### src/design/hdoi_pkg.sv
// Shared types, constants and command codes for the hall-door open interlock.
// No dependencies; every other design file imports this package.
`default_nettype none

package hdoi_pkg;

  // Default floor count of the door bitmap.
  localparam int FLOORS_DEF = 32;
  // Widest bitmap the design supports, used for zero extension.
  localparam int MAP_EXT_W  = 64;

  localparam int FLOOR_NUM_W = 6;   // one-based floor numbers and scan bounds
  localparam int TIMER_W     = 16;
  localparam logic [TIMER_W-1:0] TIMER_MAX = '1;

  localparam int SAFETY_W    = 8;
  localparam int TOP_FLOOR_W = 5;
  localparam int CAR_FLOOR_W = 5;
  localparam int BITMAP_W    = 32;

  localparam int CMD_W       = 2;
  localparam int IN_DATA_W   = 16;
  localparam int OUT_DATA_W  = 56;
  localparam int CFG_INDEX_W = 2;
  localparam int CFG_DATA_W  = 8;

  localparam logic [CMD_W-1:0] CMD_REPORT     = 2'd0;
  localparam logic [CMD_W-1:0] CMD_ALL_CLOSED = 2'd1;
  localparam logic [CMD_W-1:0] CMD_CHECK      = 2'd2;

  localparam logic [CFG_INDEX_W-1:0] REG_SAFETY_TIME = 2'd0;
  localparam logic [CFG_INDEX_W-1:0] REG_TOP_FLOOR   = 2'd1;

  // Request from the sequencer to the scan unit.
  typedef struct packed {
    logic                   start;
    logic [FLOOR_NUM_W-1:0] last;
  } scan_req_t;

  // Result returned by the scan unit.
  typedef struct packed {
    logic                   done;
    logic [1:0]             count;
    logic [FLOOR_NUM_W-1:0] first;
    logic [FLOOR_NUM_W-1:0] second;
  } scan_res_t;

endpackage

`default_nettype wire

### src/design/hall_door_open_interlock_top.sv
// Hall-door open interlock: keeps the door bitmap, the open-time counter and the fault latch,
// and on a periodic check runs a floor-by-floor scan for open doors. A door report, an
// all-closed command, an unused command, or a check that is bypassed or meets a latched fault
// passes through the execute and emit states. A check that scans passes through the execute,
// scan, evaluate and emit states; its scan covers the bitmap up to index min(top_floor,
// FLOORS-1) in the scan unit, which tests one floor per cycle and stops early at the second
// open door. The emit state waits while the output is stalled. One item is worked on at a
// time; the next item is taken as soon as the result sits in the output register.
// Depends on hdoi_pkg and hdoi_scan.
`default_nettype none

module hall_door_open_interlock_top #(
  parameter int FLOORS = hdoi_pkg::FLOORS_DEF
) (
  input  wire logic                               clk,
  input  wire logic                               rst,
  input  wire logic                               s_axis_tvalid,
  output logic                                    s_axis_tready,
  // floor[6:0], door_closed[7], auto_mode[8], car_door_closed[9], car_floor[14:10], tick[15]
  input  wire logic [hdoi_pkg::IN_DATA_W-1:0]     s_axis_tdata,
  // command[1:0]
  input  wire logic [hdoi_pkg::CMD_W-1:0]         s_axis_tuser,
  output logic                                    m_axis_tvalid,
  input  wire logic                               m_axis_tready,
  // run_off[0], car_error[1], fault[2], open_count[4:3], first_open_floor[10:5],
  // second_open_floor[16:11], door_bitmap[48:17], zero fill[55:49]
  output logic [hdoi_pkg::OUT_DATA_W-1:0]         m_axis_tdata,
  input  wire logic                               cfg_valid,
  output logic                                    cfg_ready,
  input  wire logic [hdoi_pkg::CFG_INDEX_W-1:0]   cfg_index,
  input  wire logic [hdoi_pkg::CFG_DATA_W-1:0]    cfg_data
);
  import hdoi_pkg::*;

  localparam int IDX_W = $clog2(FLOORS);

  localparam logic [2:0] S_IDLE = 3'd0;
  localparam logic [2:0] S_EXEC = 3'd1;
  localparam logic [2:0] S_SCAN = 3'd2;
  localparam logic [2:0] S_EVAL = 3'd3;
  localparam logic [2:0] S_EMIT = 3'd4;

  logic [2:0] state;

  // Configuration registers.
  logic [SAFETY_W-1:0]    safety_time;
  logic [TOP_FLOOR_W-1:0] top_floor;

  // Latched input item.
  logic [CMD_W-1:0]       command;
  logic [6:0]             floor;
  logic                   door_closed;
  logic                   auto_mode;
  logic                   car_door_closed;
  logic [CAR_FLOOR_W-1:0] car_floor;
  logic                   tick;

  // Interlock state.
  logic [FLOORS-1:0]      door_map;
  logic [TIMER_W-1:0]     open_timer;
  logic                   fault_latch;
  logic                   run_off_flag;
  logic                   car_error;
  logic [1:0]             open_count;
  logic [FLOOR_NUM_W-1:0] first_open;
  logic [FLOOR_NUM_W-1:0] second_open;

  logic [5:0]             folded;
  logic [TIMER_W-1:0]     timer_inc;
  logic [TIMER_W-1:0]     timer_kept;
  logic [FLOOR_NUM_W-1:0] scan_last;
  logic [MAP_EXT_W-1:0]   map_ext;
  logic                   accept;

  scan_req_t scan_req;
  scan_res_t scan_res;

  assign accept        = s_axis_tvalid && s_axis_tready;
  assign s_axis_tready = (state == S_IDLE);
  assign cfg_ready     = 1'b1;

  // Folding by 64 drops the top bit of the seven-bit floor number.
  assign folded    = floor[5:0];
  assign timer_inc = (tick && open_timer != TIMER_MAX) ? open_timer + TIMER_W'(1) : open_timer;
  assign timer_kept = car_door_closed ? open_timer : '0;
  assign scan_last = (FLOOR_NUM_W'(top_floor) > FLOOR_NUM_W'(FLOORS - 1))
                     ? FLOOR_NUM_W'(FLOORS - 1) : FLOOR_NUM_W'(top_floor);
  assign map_ext   = MAP_EXT_W'(door_map);

  assign scan_req.start = (state == S_EXEC) && (command == CMD_CHECK) && (safety_time != '0)
                          && !auto_mode && !fault_latch;
  assign scan_req.last  = scan_last;

  hdoi_scan #(.FLOORS(FLOORS)) u_scan (
    .clk      (clk),
    .rst      (rst),
    .door_map (door_map),
    .req      (scan_req),
    .res      (scan_res)
  );

  always_ff @(posedge clk) begin
    if (rst) begin
      safety_time <= '0;
      top_floor   <= '1;
    end else if (cfg_valid && cfg_ready) begin
      case (cfg_index)
        REG_SAFETY_TIME: safety_time <= cfg_data[SAFETY_W-1:0];
        REG_TOP_FLOOR:   top_floor   <= cfg_data[TOP_FLOOR_W-1:0];
        default: ;
      endcase
    end
  end

  always_ff @(posedge clk) begin
    if (accept) begin
      command         <= s_axis_tuser;
      floor           <= s_axis_tdata[6:0];
      door_closed     <= s_axis_tdata[7];
      auto_mode       <= s_axis_tdata[8];
      car_door_closed <= s_axis_tdata[9];
      car_floor       <= s_axis_tdata[14:10];
      tick            <= s_axis_tdata[15];
    end
  end

  always_ff @(posedge clk) begin
    if (rst) begin
      state         <= S_IDLE;
      door_map      <= '1;
      open_timer    <= '0;
      fault_latch   <= 1'b0;
      run_off_flag  <= 1'b0;
      car_error     <= 1'b0;
      open_count    <= 2'd0;
      first_open    <= '0;
      second_open   <= '0;
      m_axis_tvalid <= 1'b0;
    end else begin
      // In the emit state the output handshake is handled by the emit arm alone.
      if (m_axis_tvalid && m_axis_tready && state != S_EMIT) begin
        m_axis_tvalid <= 1'b0;
      end
      case (state)
        S_IDLE: begin
          if (accept) begin
            car_error  <= 1'b0;
            open_count <= 2'd0;
            state      <= S_EXEC;
          end
        end
        S_EXEC: begin
          state <= S_EMIT;
          case (command)
            CMD_REPORT: begin
              if (7'(folded) < 7'(FLOORS)) begin
                door_map[folded[IDX_W-1:0]] <= door_closed;
              end
            end
            CMD_ALL_CLOSED: door_map <= '1;
            CMD_CHECK: begin
              if (safety_time == '0 || auto_mode) begin
                if (fault_latch) begin
                  run_off_flag <= 1'b0;
                end
                open_timer  <= '0;
                fault_latch <= 1'b0;
              end else if (fault_latch) begin
                run_off_flag <= 1'b1;
                car_error    <= 1'b1;
                open_timer   <= '0;
              end else begin
                open_timer <= timer_inc;
                state      <= S_SCAN;
              end
            end
            default: ;
          endcase
        end
        S_SCAN: begin
          if (scan_res.done) begin
            open_count  <= scan_res.count;
            first_open  <= scan_res.first;
            second_open <= scan_res.second;
            state       <= S_EVAL;
          end
        end
        S_EVAL: begin
          state <= S_EMIT;
          if (open_count == 2'd2) begin
            fault_latch <= 1'b1;
            open_timer  <= '0;
          end else if (open_count == 2'd1) begin
            if (first_open == FLOOR_NUM_W'(car_floor) + FLOOR_NUM_W'(1)) begin
              open_timer <= '0;
            end else begin
              // The counter only runs while the car door is closed.
              open_timer <= timer_kept;
              if (timer_kept > TIMER_W'(safety_time)) begin
                fault_latch <= 1'b1;
              end
            end
          end else begin
            open_timer <= '0;
          end
        end
        S_EMIT: begin
          if (!m_axis_tvalid || m_axis_tready) begin
            m_axis_tvalid <= 1'b1;
            state         <= S_IDLE;
          end
        end
        default: state <= S_IDLE;
      endcase
    end
  end

  always_ff @(posedge clk) begin
    if (state == S_EMIT && (!m_axis_tvalid || m_axis_tready)) begin
      m_axis_tdata <= {7'd0, map_ext[BITMAP_W-1:0], second_open, first_open, open_count,
                       fault_latch, car_error, run_off_flag};
    end
  end

endmodule

`default_nettype wire

### src/design/hdoi_scan.sv
// Iterative open-door scan: tests one floor of the door bitmap per clock cycle.
// Depends on hdoi_pkg for the request and result structures.
`default_nettype none

module hdoi_scan #(
  parameter int FLOORS = hdoi_pkg::FLOORS_DEF
) (
  input  wire logic               clk,
  input  wire logic               rst,
  input  wire logic [FLOORS-1:0]  door_map,
  input  wire hdoi_pkg::scan_req_t req,
  output hdoi_pkg::scan_res_t     res
);
  import hdoi_pkg::*;

  localparam int IDX_W = $clog2(FLOORS);

  logic                   busy;
  logic                   done;
  logic [IDX_W-1:0]       idx;
  logic [IDX_W-1:0]       last;
  logic [1:0]             count;
  logic [FLOOR_NUM_W-1:0] first;
  logic [FLOOR_NUM_W-1:0] second;
  logic                   is_open;
  logic [FLOOR_NUM_W-1:0] floor_num;

  assign is_open   = !door_map[idx];
  assign floor_num = FLOOR_NUM_W'(idx) + FLOOR_NUM_W'(1);

  always_ff @(posedge clk) begin
    if (rst) begin
      busy  <= 1'b0;
      done  <= 1'b0;
      count <= 2'd0;
    end else begin
      done <= 1'b0;
      if (req.start) begin
        busy   <= 1'b1;
        idx    <= '0;
        last   <= req.last[IDX_W-1:0];
        count  <= 2'd0;
        first  <= '0;
        second <= '0;
      end else if (busy) begin
        if (is_open) begin
          if (count == 2'd0) begin
            first <= floor_num;
          end else begin
            second <= floor_num;
          end
          count <= count + 2'd1;
        end
        // The scan ends at the bound or as soon as a second open door turns up.
        if (idx == last || (is_open && count == 2'd1)) begin
          busy <= 1'b0;
          done <= 1'b1;
        end else begin
          idx <= idx + IDX_W'(1);
        end
      end
    end
  end

  assign res.done   = done;
  assign res.count  = count;
  assign res.first  = first;
  assign res.second = second;

endmodule

`default_nettype wire

### config.mk
export PLATFORM = sky130hd
export DESIGN_NAME = hall_door_open_interlock_top
export DESIGN_NICKNAME = d
export VERILOG_FILES = /design/src/design/hdoi_pkg.sv /design/src/design/hall_door_open_interlock_top.sv /design/src/design/hdoi_scan.sv
export SDC_FILE = /design/constraint.sdc
export NUM_CORES = 1
export LEC_CHECK = 0
export ABC_AREA = 1
export BUFFER_PORTS_ARGS = -buffer_cell sky130_fd_sc_hd__buf_2
export CAP_MARGIN = 20
export CORE_MARGIN = 1
export CORE_UTILIZATION = 39
export DETAILED_ROUTE_END_ITERATION = 8
export MAX_ROUTING_LAYER = met4
export PLACE_DENSITY = 0.6
export SLEW_MARGIN = 15
export SYNTH_ARGS = -nofsm -noshare
export SYNTH_HDL_FRONTEND = slang
export SYNTH_SLANG_ARGS = --single-unit
export TNS_END_PERCENT = 5
### constraint.sdc
create_clock -name clk -period 6.1 [get_ports clk]
set_clock_uncertainty 0.1 [all_clocks]
set_input_delay 0.915 -clock clk [delete_from_list [all_inputs] [get_ports clk]]
set_output_delay 0.915 -clock clk [all_outputs]
set_load 0.1 [all_outputs]
Word-level counts from Yosys, hierarchy flattened --
Index checks and enable logic that the tools add are counted.
Storage, ports and cells: register bits after elaboration 174, latch bits 0, RAM bits 0, bits in read-only memories 0, input port bits 33, output and inout bits 59, word-level logic and storage cells 171, memories kept 0
Operators by class: add/subtract/negate cells 5, multipliers 0, div/mod/pow operators 0, order comparisons 5, eq/ne operators 29, shift operators 0, multiplexer cells 55, bitwise logic cells 3, reductions and logical operators 47
Operators with widths (number):
- 2-to-1 mux 16 bit | 8
- one-hot mux 32 bit (2 select lines) | 1
- 2-to-1 mux 6 bit | 6
- bitwise mux 32 bit | 1
- 2-to-1 mux 32 bit | 1
- one-hot mux 16 bit (2 select lines) | 1
- 2-to-1 mux 1 bit | 21
- 2-to-1 mux 3 bit | 6
- AND reduction 3 bit | 6
- adder 16 x 1 -> 16 bit, second input constant | 1
- > comparator 16 x 8 -> 1 bit | 1
- != test 16 bit, second input constant | 1
- one-hot mux 3 bit (5 select lines) | 1
- adder 5 x 1 -> 6 bit, second input constant | 2
- < comparator 5 x 6 -> 1 bit, second input constant | 2
- != test 2 bit, second input constant | 6
- != test 3 bit, second input constant | 4
- nonzero test 2 bit | 6
- logical AND 1 bit | 11
- 2-to-1 mux 5 bit | 2
- != test 2 x 1 -> 1 bit, second input constant | 5
- AND reduction 2 bit | 5
- equality test 2 x 1 -> 1 bit, second input constant | 4
- logical NOT 8 bit | 1
- 27 further kinds | 41

Depth between registers and ports, before layout --
Gate-level depths: netlist (run 1).
word-level depth 8, gate-level depth with buffers 17, mapped depth without buffers 15

Cells and area by module --
From an unflattened synthesis (run 1), not the netlist that was laid out.
Unflattened totals: cells, all modules 962, area total of the unflattened synthesis 8165.3 sq um
By module, submodules not included:
- hall_door_open_interlock_top | instances 1, cells each 783, area each 6610.1 sq um, seq. area each 3623.5 sq um
- hdoi_scan | instances 1, cells each 179, area each 1555.2 sq um, seq. area each 740.7 sq um

Least setup slack after synthesis (run 1) --
No wires, ideal clock.
path kind input -> register, start point input m_axis_tready, end point register m_axis_tdata[0] (netlist bit), enable pin, setup time 0.456 ns, arrival time 3.137 ns, data required time 5.544 ns, path slack 2.408 ns, cell stages on the path 4, buffers on the path 0, cells stage by stage inv_1 > nand2_1 > inv_1 > nor2_1
On the way: word-level cells in the longest chain between the ends 2
Ends and longest elaborated chain:
- start, declared | line hall_door_open_interlock_top.sv:24 | input wire logic m_axis_tready,
- logical OR 1 bit | line hall_door_open_interlock_top.sv:219 | if (state == S_EMIT && (!m_axis_tvalid || m_axis_tready)) begin
- logical AND 1 bit | line hall_door_open_interlock_top.sv:219
- end signal, assigned | line hall_door_open_interlock_top.sv:220 | m_axis_tdata <= {7'd0, map_ext[BITMAP_W-1:0], second_open, first_open, open_count,
- end, declared | line hall_door_open_interlock_top.sv:27 | output logic [hdoi_pkg::OUT_DATA_W-1:0] m_axis_tdata,
No other way between the ends. A chain may end at the register's enable or synchronous reset.

Worst setup path in the final report (run 1) --
start point register u_scan.idx[0], end point register u_scan.first[3], enable pin
On the way: word-level cells in the longest chain between the ends 4
Ends and longest elaborated chain:
- start, declared | line hdoi_scan.sv:20 | logic [IDX_W-1:0] idx;
- start signal, assigned | line hdoi_scan.sv:59 | idx <= idx + IDX_W'(1);
- binary-select mux 1 bit (select 5 bit) | line hdoi_scan.sv:28 | assign is_open = !door_map[idx];
- 2-to-1 mux 1 bit (implied by the code) | line hdoi_scan.sv:28
- != test 2 bit (no source line)
- AND reduction 4 bit (no source line)
- end signal, assigned | line hdoi_scan.sv:48 | first <= floor_num;
- end, declared | line hdoi_scan.sv:23 | logic [FLOOR_NUM_W-1:0] first;
No other way between the ends. The select of a mux whose other input is x is not followed.

==> results.toml, run 1 <==
[drt]
vias_per_cell = 4.77
drt_iter0_drc = 421
vias = 6221
postRouteAntennaNets = 0
avgRoutedWirePerCell_um = 13.6
drc = 0
wl_um = 17700
first_pass_iters = 5

[finish]
area_growth_syn_to_layout_pct = 13.9
diodes = 0
layout-drive-gt1-share = 0.151
fin_nets = 1068
fin_area_um2 = 9220
final_cells = 1303

[placed_design]
placed_cells = 1271
place_area_um2 = 8650
place_hpwl_um = 12100
port_buffers = 82
gp_congestion = 0.815

[pwr]
p_total_mw = 2.58
power_density_nw_per_um2 = 280
ir_drop_v = 0.000209
leakagePower_nw = 3.91

[floorplanning]
placementRows = 52
pin_count = 92
fp.dieH_um = 146
die-area_um2 = 21300
core_um2 = 20300
fp.dieW_um = 146
initial_core_util = 0.399

[sta]
post-route-period-util = 0.465
post-route-min-period_ns = 2.84
slew_headroom = 0.289
hold_violations = 0
fmax_ghz = 0.352
rsz0062_at_grt = "false"
fin_setup_tns_ns = 0
finalSetupViolCount = 0
drv_slew = 0
worst_pin_slew_ns = 1.06

[synth]
ys_warn_count = 0
syn_area_um2 = 8090
synth_area_per_cell_um2 = 8.51
seq_area_frac_synth = 0.539
synth-seq-cells = 174
synthCells = 951
synth_cell_types = 44

[clocking]
clock_sinks = 174
cts.clk_slew.worst_paths_ns = 0.07
cts_buffer_depth = 2
cts_setup_buffers = 0
insertion_delay_ns = 0.43
cts-htree-levels = 4
clock-root-buffer = "clkbuf_16"
ctsHoldBuffers = 0
cts_resized = 0
numCtsBuffers = 17
cts_tree = "built"

[hold_path]
min_from = "second_open[3]$_SDFFE_PP0P_"
min-delay-path-class = "flip-flop to flip-flop"
min_to = "m_axis_tdata[14]$_DFFE_PP_"
min_path_cells = 0

[setup_path]
start_kind = "flip-flop"
critPathMaxFanout = 19
rr_startpoint = "u_scan.idx[0]$_SDFFCE_PP0P_"
arrival_ns = 2.80
crit_required_ns = 6.06
ff2ff_path_depth = 10
critical_path_class = "flip-flop to flip-flop"
rrSetupSlack_ns = 3.26
endpoint_kind = "flip-flop"
worstReg2RegEnd = "u_scan.first[3]$_SDFFCE_PP0P_"

[run]
maxCapViolCount = 0

[status]
run_status = "completed"

[global_route]
grt_pass1_wl_um = 28800
antenna_found_initial = 0
use_met1 = 0.235
top_usage_layer = "met2"
grt_max_degree = 54
grt_overflow = 0
globalRouteMet2Util = 0.267
grt_pass1_vias = 5756
track_usage = 0.176
met3_usage = 0.0316
## routing by layer
| metal | part of all wire | up-vias |
|---|---|---|
| met5 | 0 | - |
| met4 | 0.019 | 0 |
| met3 | 0.046 | 22 |
| met2 | 0.45 | 147 |
| met1 | 0.49 | 2800 |
| li1 | - | 3252 |
## synthesized netlist by cell type, drive strengths merged
library cell | number | area (um2)
nand2 | 223 | 845
nor2 | 113 | 482
inv | 105 | 397
edfxtp | 88 | 2640
dfxtp | 86 | 1720
o21ai | 86 | 434
a21oi | 67 | 335
nand3 | 63 | 320
buf | 29 | 216
clkbuf | 15 | 56.3
ha | 15 | 188
nor3 | 15 | 96.4
xor2 | 9 | 78.8
nand3b | 6 | 45.0
nand4 | 5 | 31.3
xnor2 | 5 | 43.8
a211oi | 3 | 27.5
o21bai | 3 | 22.5
a31oi | 2 | 12.5
conb | 2 | 7.51
nor3b | 2 | 26.3
o211ai | 2 | 15.0
a221oi | 1 | 8.76
a311oi | 1 | 8.76
clkinv | 1 | 3.75
o21a | 1 | 7.51
o22ai | 1 | 6.26
o31ai | 1 | 7.51
or2 | 1 | 6.26
## logic make-up after synthesis
logic type | after synthesis | share of synthesized area
flops | 174 | 0.539
simple gates | 428 | 0.229
other cells | 2 | 0.000928
xor+xnor | 14 | 0.0152
buf+inv | 150 | 0.0832
fa+ha+maj | 15 | 0.0232
compound gates | 168 | 0.109
## through the flow
step	hold slack, ns	util	worst slack (ns)
2_1_floorplan	0.309	-	2.41
3_3_place_gp	0.319	0.426	3.16
3_5_place_dp	0.321	0.426	3.12
4_1_cts	0.340	0.454	3.25
5_1_grt	0.345	0.454	3.00
6_report	0.339	0.454	3.26
## sequential cells by signal, indices dropped and copies added (netlist names), 2 cells and up
name           count
open_timer        16
safety_time        8
u_scan.first       6
u_scan.last        5
state              3
u_scan.idx         5
floor              6
top_floor          5
u_scan.second      6
door_map          32
command            2
first_open         6
car_floor          5
open_count         2
u_scan.count       2
second_open        6
m_axis_tdata      49
## power by group
part / leakage (nW) / internal, mW / switching [mW]
Clock: 0.268 / 0.542 / 0.504
Sequential: 1.51 / 1.26 / 0.0237
Combinational: 2.14 / 0.0543 / 0.202
Total: 3.91 / 1.85 / 0.730
## how the worst max path moves through the flow
| stage | startpoint | end | slack, ns |
|---|---|---|---|
| after global routing | u_scan.idx[0]$_SDFFCE_PP0P_ | u_scan.first[3]$_SDFFCE_PP0P_ | 3.00 |
| after CTS | u_scan.idx[0]$_SDFFCE_PP0P_ | u_scan.first[3]$_SDFFCE_PP0P_ | 3.25 |
| after floorplan | m_axis_tready | m_axis_tdata[0]$_DFFE_PP_ | 2.41 |
| final | u_scan.idx[0]$_SDFFCE_PP0P_ | u_scan.first[3]$_SDFFCE_PP0P_ | 3.26 |
| after global placement | rst | u_scan.first[1]$_SDFFCE_PP0P_ | 3.16 |
| after detailed placement | rst | u_scan.first[3]$_SDFFCE_PP0P_ | 3.12 |
## final cells by class
| class | instances | area [um2] |
|---|---|---|
| clock buffer | 17 | 425 |
| clock inverter | 15 | 144 |
| fill | 2034 | 11100 |
| inverter | 106 | 400 |
| multi-input combinational | 633 | 3090 |
| sequential | 174 | 4360 |
| tap | 270 | 338 |
| timing repair buffer | 88 | 455 |
## critical path: stages (launching register included)
cell	delay (ns)
edfxtp_1	0.87
inv_4	0.23
nand2_1	0.11
nand2_1	0.06
nand2_1	0.06
nand3_1	0.08
nand3_1	0.09
nand2_1	0.07
nand2_1	0.12
nand2_1	0.12
a21oi_1	0.54
## cells in the final DEF (no fill, tap or decap), drive strengths merged, types with 2 or more instances in the layout
cell | netlist | final
nor3b | 2 | 2
dfxtp | 86 | 86
o21ai | 86 | 86
xor2 | 9 | 9
nand3b | 6 | 6
nand3 | 63 | 63
buf | 29 | 88
clkbuf | 15 | 17
clkinv | 1 | 3
o21bai | 3 | 3
inv | 105 | 114
conb | 2 | 8
a31oi | 2 | 2
xnor2 | 5 | 5
nand4 | 5 | 5
nor2 | 113 | 113
edfxtp | 88 | 88
nor3 | 15 | 15
a211oi | 3 | 3
a21oi | 67 | 67
o211ai | 2 | 2
clkinvlp | 0 | 4
ha | 15 | 15
nand2 | 223 | 223
(Power assumes the default switching activity.)
==> inputs of run 2 (changes only) <==
--- a/config.mk
+++ b/config.mk
@@ -5,7 +5,7 @@
 export SDC_FILE = /design/constraint.sdc
 export NUM_CORES = 1
 export LEC_CHECK = 0
-export ABC_AREA = 1
+export ABC_AREA = 0
 export BUFFER_PORTS_ARGS = -buffer_cell sky130_fd_sc_hd__buf_2
 export CAP_MARGIN = 20
 export CORE_MARGIN = 1
==> constraint.sdc (replaced) <==
create_clock -name clk -period 2.88 [get_ports clk]
set_clock_uncertainty 0.1 [all_clocks]
set_input_delay 0.432 -clock clk [delete_from_list [all_inputs] [get_ports clk]]
set_output_delay 0.432 -clock clk [all_outputs]
set_load 0.1 [all_outputs]
==> results.toml, run 2 <==
[drt]
first_pass_iters = 5
avgRoutedWirePerCell_um = 16.2
vias = 5715
wl_um = 17200
drt_iter0_drc = 501
drc = 0
vias_per_cell = 5.36
postRouteAntennaNets = 0

[setup_path]
worstReg2RegEnd = "u_scan.first[4]$_SDFFCE_PP0P_"
ff2ff_path_depth = 6
rr_startpoint = "u_scan.idx[0]$_SDFFCE_PP0P_"
endpoint_kind = "flip-flop"
critical_path_class = "flip-flop to flip-flop"
arrival_ns = 2.71
crit_required_ns = 2.84
cp-startpoint = "u_scan.idx[0]$_SDFFCE_PP0P_"
start_kind = "flip-flop"
rrSetupSlack_ns = 0.13
critPathMaxFanout = 6

[finish]
final_common_cell = "edfxtp_1"
top_register = "m_axis_tdata"
final_cells = 1066
fin_nets = 841
mostFrequentLayoutCells = "edfxtp_1, dfxtp_1, buf_2"
fin_area_um2 = 8870
final_util = 0.470
nFillCells = 1783
area_growth_syn_to_layout_pct = 16.8
diodes = 0
layout-drive-gt1-share = 0.181
largest_reg_flops = 49
top_regs = "m_axis_tdata: 49 flops, door_map: 32 flops, open_timer: 16 flops"

[floorplanning]
core_um2 = 18900
initial_core_util = 0.402
die-area_um2 = 20000
fp.dieH_um = 142
placementRows = 50
pin_count = 92
fp.dieW_um = 142

[synth]
ys_warn_count = 0
ys.flop_type = "edfxtp_1"
synth-seq-cells = 174
synth_area_per_cell_um2 = 10.6
synth_top_cell_area_share = 0.348
synthArstFlopShare = 0
synth.area.top_cells = "edfxtp_1, dfxtp_1, a21oi_1"
ys_top_cells_by_count = "edfxtp_1, dfxtp_1, nor2_1, a21oi_1, nand2_1"
synth_cell_types = 60
synthCells = 714
yosysMostFrequentCell = "edfxtp_1"
seq_area_frac_synth = 0.575
yosys.area.top_type = "edfxtp_1"
syn_area_um2 = 7590
synth-edff-count = 88

[sta]
fin_setup_tns_ns = 0
rsz0062_at_grt = "false"
post-route-min-period_ns = 2.75
drv_slew = 0
worst_pin_slew_ns = 0.781
slew_headroom = 0.475
hold_violations = 0
post-route-period-util = 0.954
fmax_ghz = 0.364
finalSetupViolCount = 0

[hold_path]
min_from = "s_axis_tdata[7]"
min_path_cells = 1
min-delay-path-class = "input pin to flip-flop"
min_to = "door_closed$_DFFE_PP_"

[global_route]
grt_max_degree = 56
grt_pass1_vias = 5560
grt_overflow = 0
track_usage = 0.185
antenna_found_initial = 0
grt_pass1_wl_um = 28100

[placed_design]
placed_cells = 1034
port_buffers = 82
place_area_um2 = 8290
gp_congestion = 0.812
place_hpwl_um = 11900

[pwr]
p_total_mw = 5.36
leakagePower_nw = 3.32
ir_drop_v = 0.000433
power_density_nw_per_um2 = 604

[clocking]
cts_buffer_depth = 2
cts_tree = "built"
clock_sinks = 174
cts-htree-levels = 4
clock-root-buffer = "clkbuf_16"
ctsHoldBuffers = 0
cts.clk_slew.worst_paths_ns = 0.07
insertion_delay_ns = 0.43
numCtsBuffers = 17

[run]
maxCapViolCount = 0

[status]
run_status = "completed"
run 2: cell families (layout without fill, tap and decap cells):
| family | Yosys count | in the layout | share of synthesized area |
|---|---|---|---|
| muxes | 19 | 19 | 0.0318 |
| DFF | 174 | 174 | 0.575 |
| buffers and inverters | 64 | 150 | 0.0391 |
| and+or+nand+nor | 233 | 233 | 0.150 |
| adders and majority gates | 15 | 15 | 0.0247 |
| other | 2 | 8 | 0.000989 |
| xor gates and xnor gates | 16 | 16 | 0.0185 |
| AOI/OAI and AO/OA | 191 | 191 | 0.160 |
run 2: layout make-up:
cell class	count	area (um2)	share of cell area
Clock buffer	21	460	0.0519
Clock inverter	11	116	0.0131
Inverter	19	71.3	0.00804
Multi-Input combinational cell	482	2980	0.336
Sequential cell	174	4360	0.492
Tap cell	260	325	0.0367
Timing Repair Buffer	99	551	0.0621
run 2: worst max-delay path by stage:
stage,endpoint,slack [ns],cells past startpoint
after global placement,u_scan.second[2]$_SDFFCE_PP0P_,0.16,7
after CTS,u_scan.second[3]$_SDFFCE_PP0P_,0.05,7
after detailed placement,u_scan.second[2]$_SDFFCE_PP0P_,0.05,7
after floorplan,m_axis_tdata[0]$_DFFE_PP_,-0.69,2
final,u_scan.first[4]$_SDFFCE_PP0P_,0.13,6
after global routing,u_scan.first[4]$_SDFFCE_PP0P_,0.02,6
run 2: critical path: stages, from the launching register on:
cell and delay, ns:
edfxtp_1 0.41, buf_4 0.19, mux4_2 0.53, a2111oi_2 0.39, buf_4 0.19, o31ai_4 0.07
o22ai_1 0.49
run 2: power breakdown:
group | switching [mW] | internal (mW) | leakage [nW]
combinational | 0.338 | 0.105 | 1.56
clock | 0.929 | 1.31 | 0.270
sequential | 0.0341 | 2.64 | 1.49
run 2: timing repair:
item / in CTS / in global routing
setup endpoints to repair: 0 / 6
buffers inserted: 0 / 0
resized for setup: 0 / 1
run 2: per-stage QoR:
step / hold WS [ns] / worst slack [ns]
after floorplan: 0.306 / -0.687
after global placement: 0.318 / 0.159
after detailed placement: 0.320 / 0.0543
after CTS: 0.0597 / 0.0470
after global routing: 0.0607 / 0.0196
final: 0.0730 / 0.132
run 2: layer usage:
| layer | global-route usage | vias to the layer above | wire length, um |
|---|---|---|---|
| li1 | - | 2728 | - |
| met1 | 0.239 | 2734 | 7720 |
| met2 | 0.282 | 213 | 8070 |
| met3 | 0.0354 | 40 | 983 |
| met4 | 0.0815 | 0 | 465 |
| met5 | - | - | 0 |
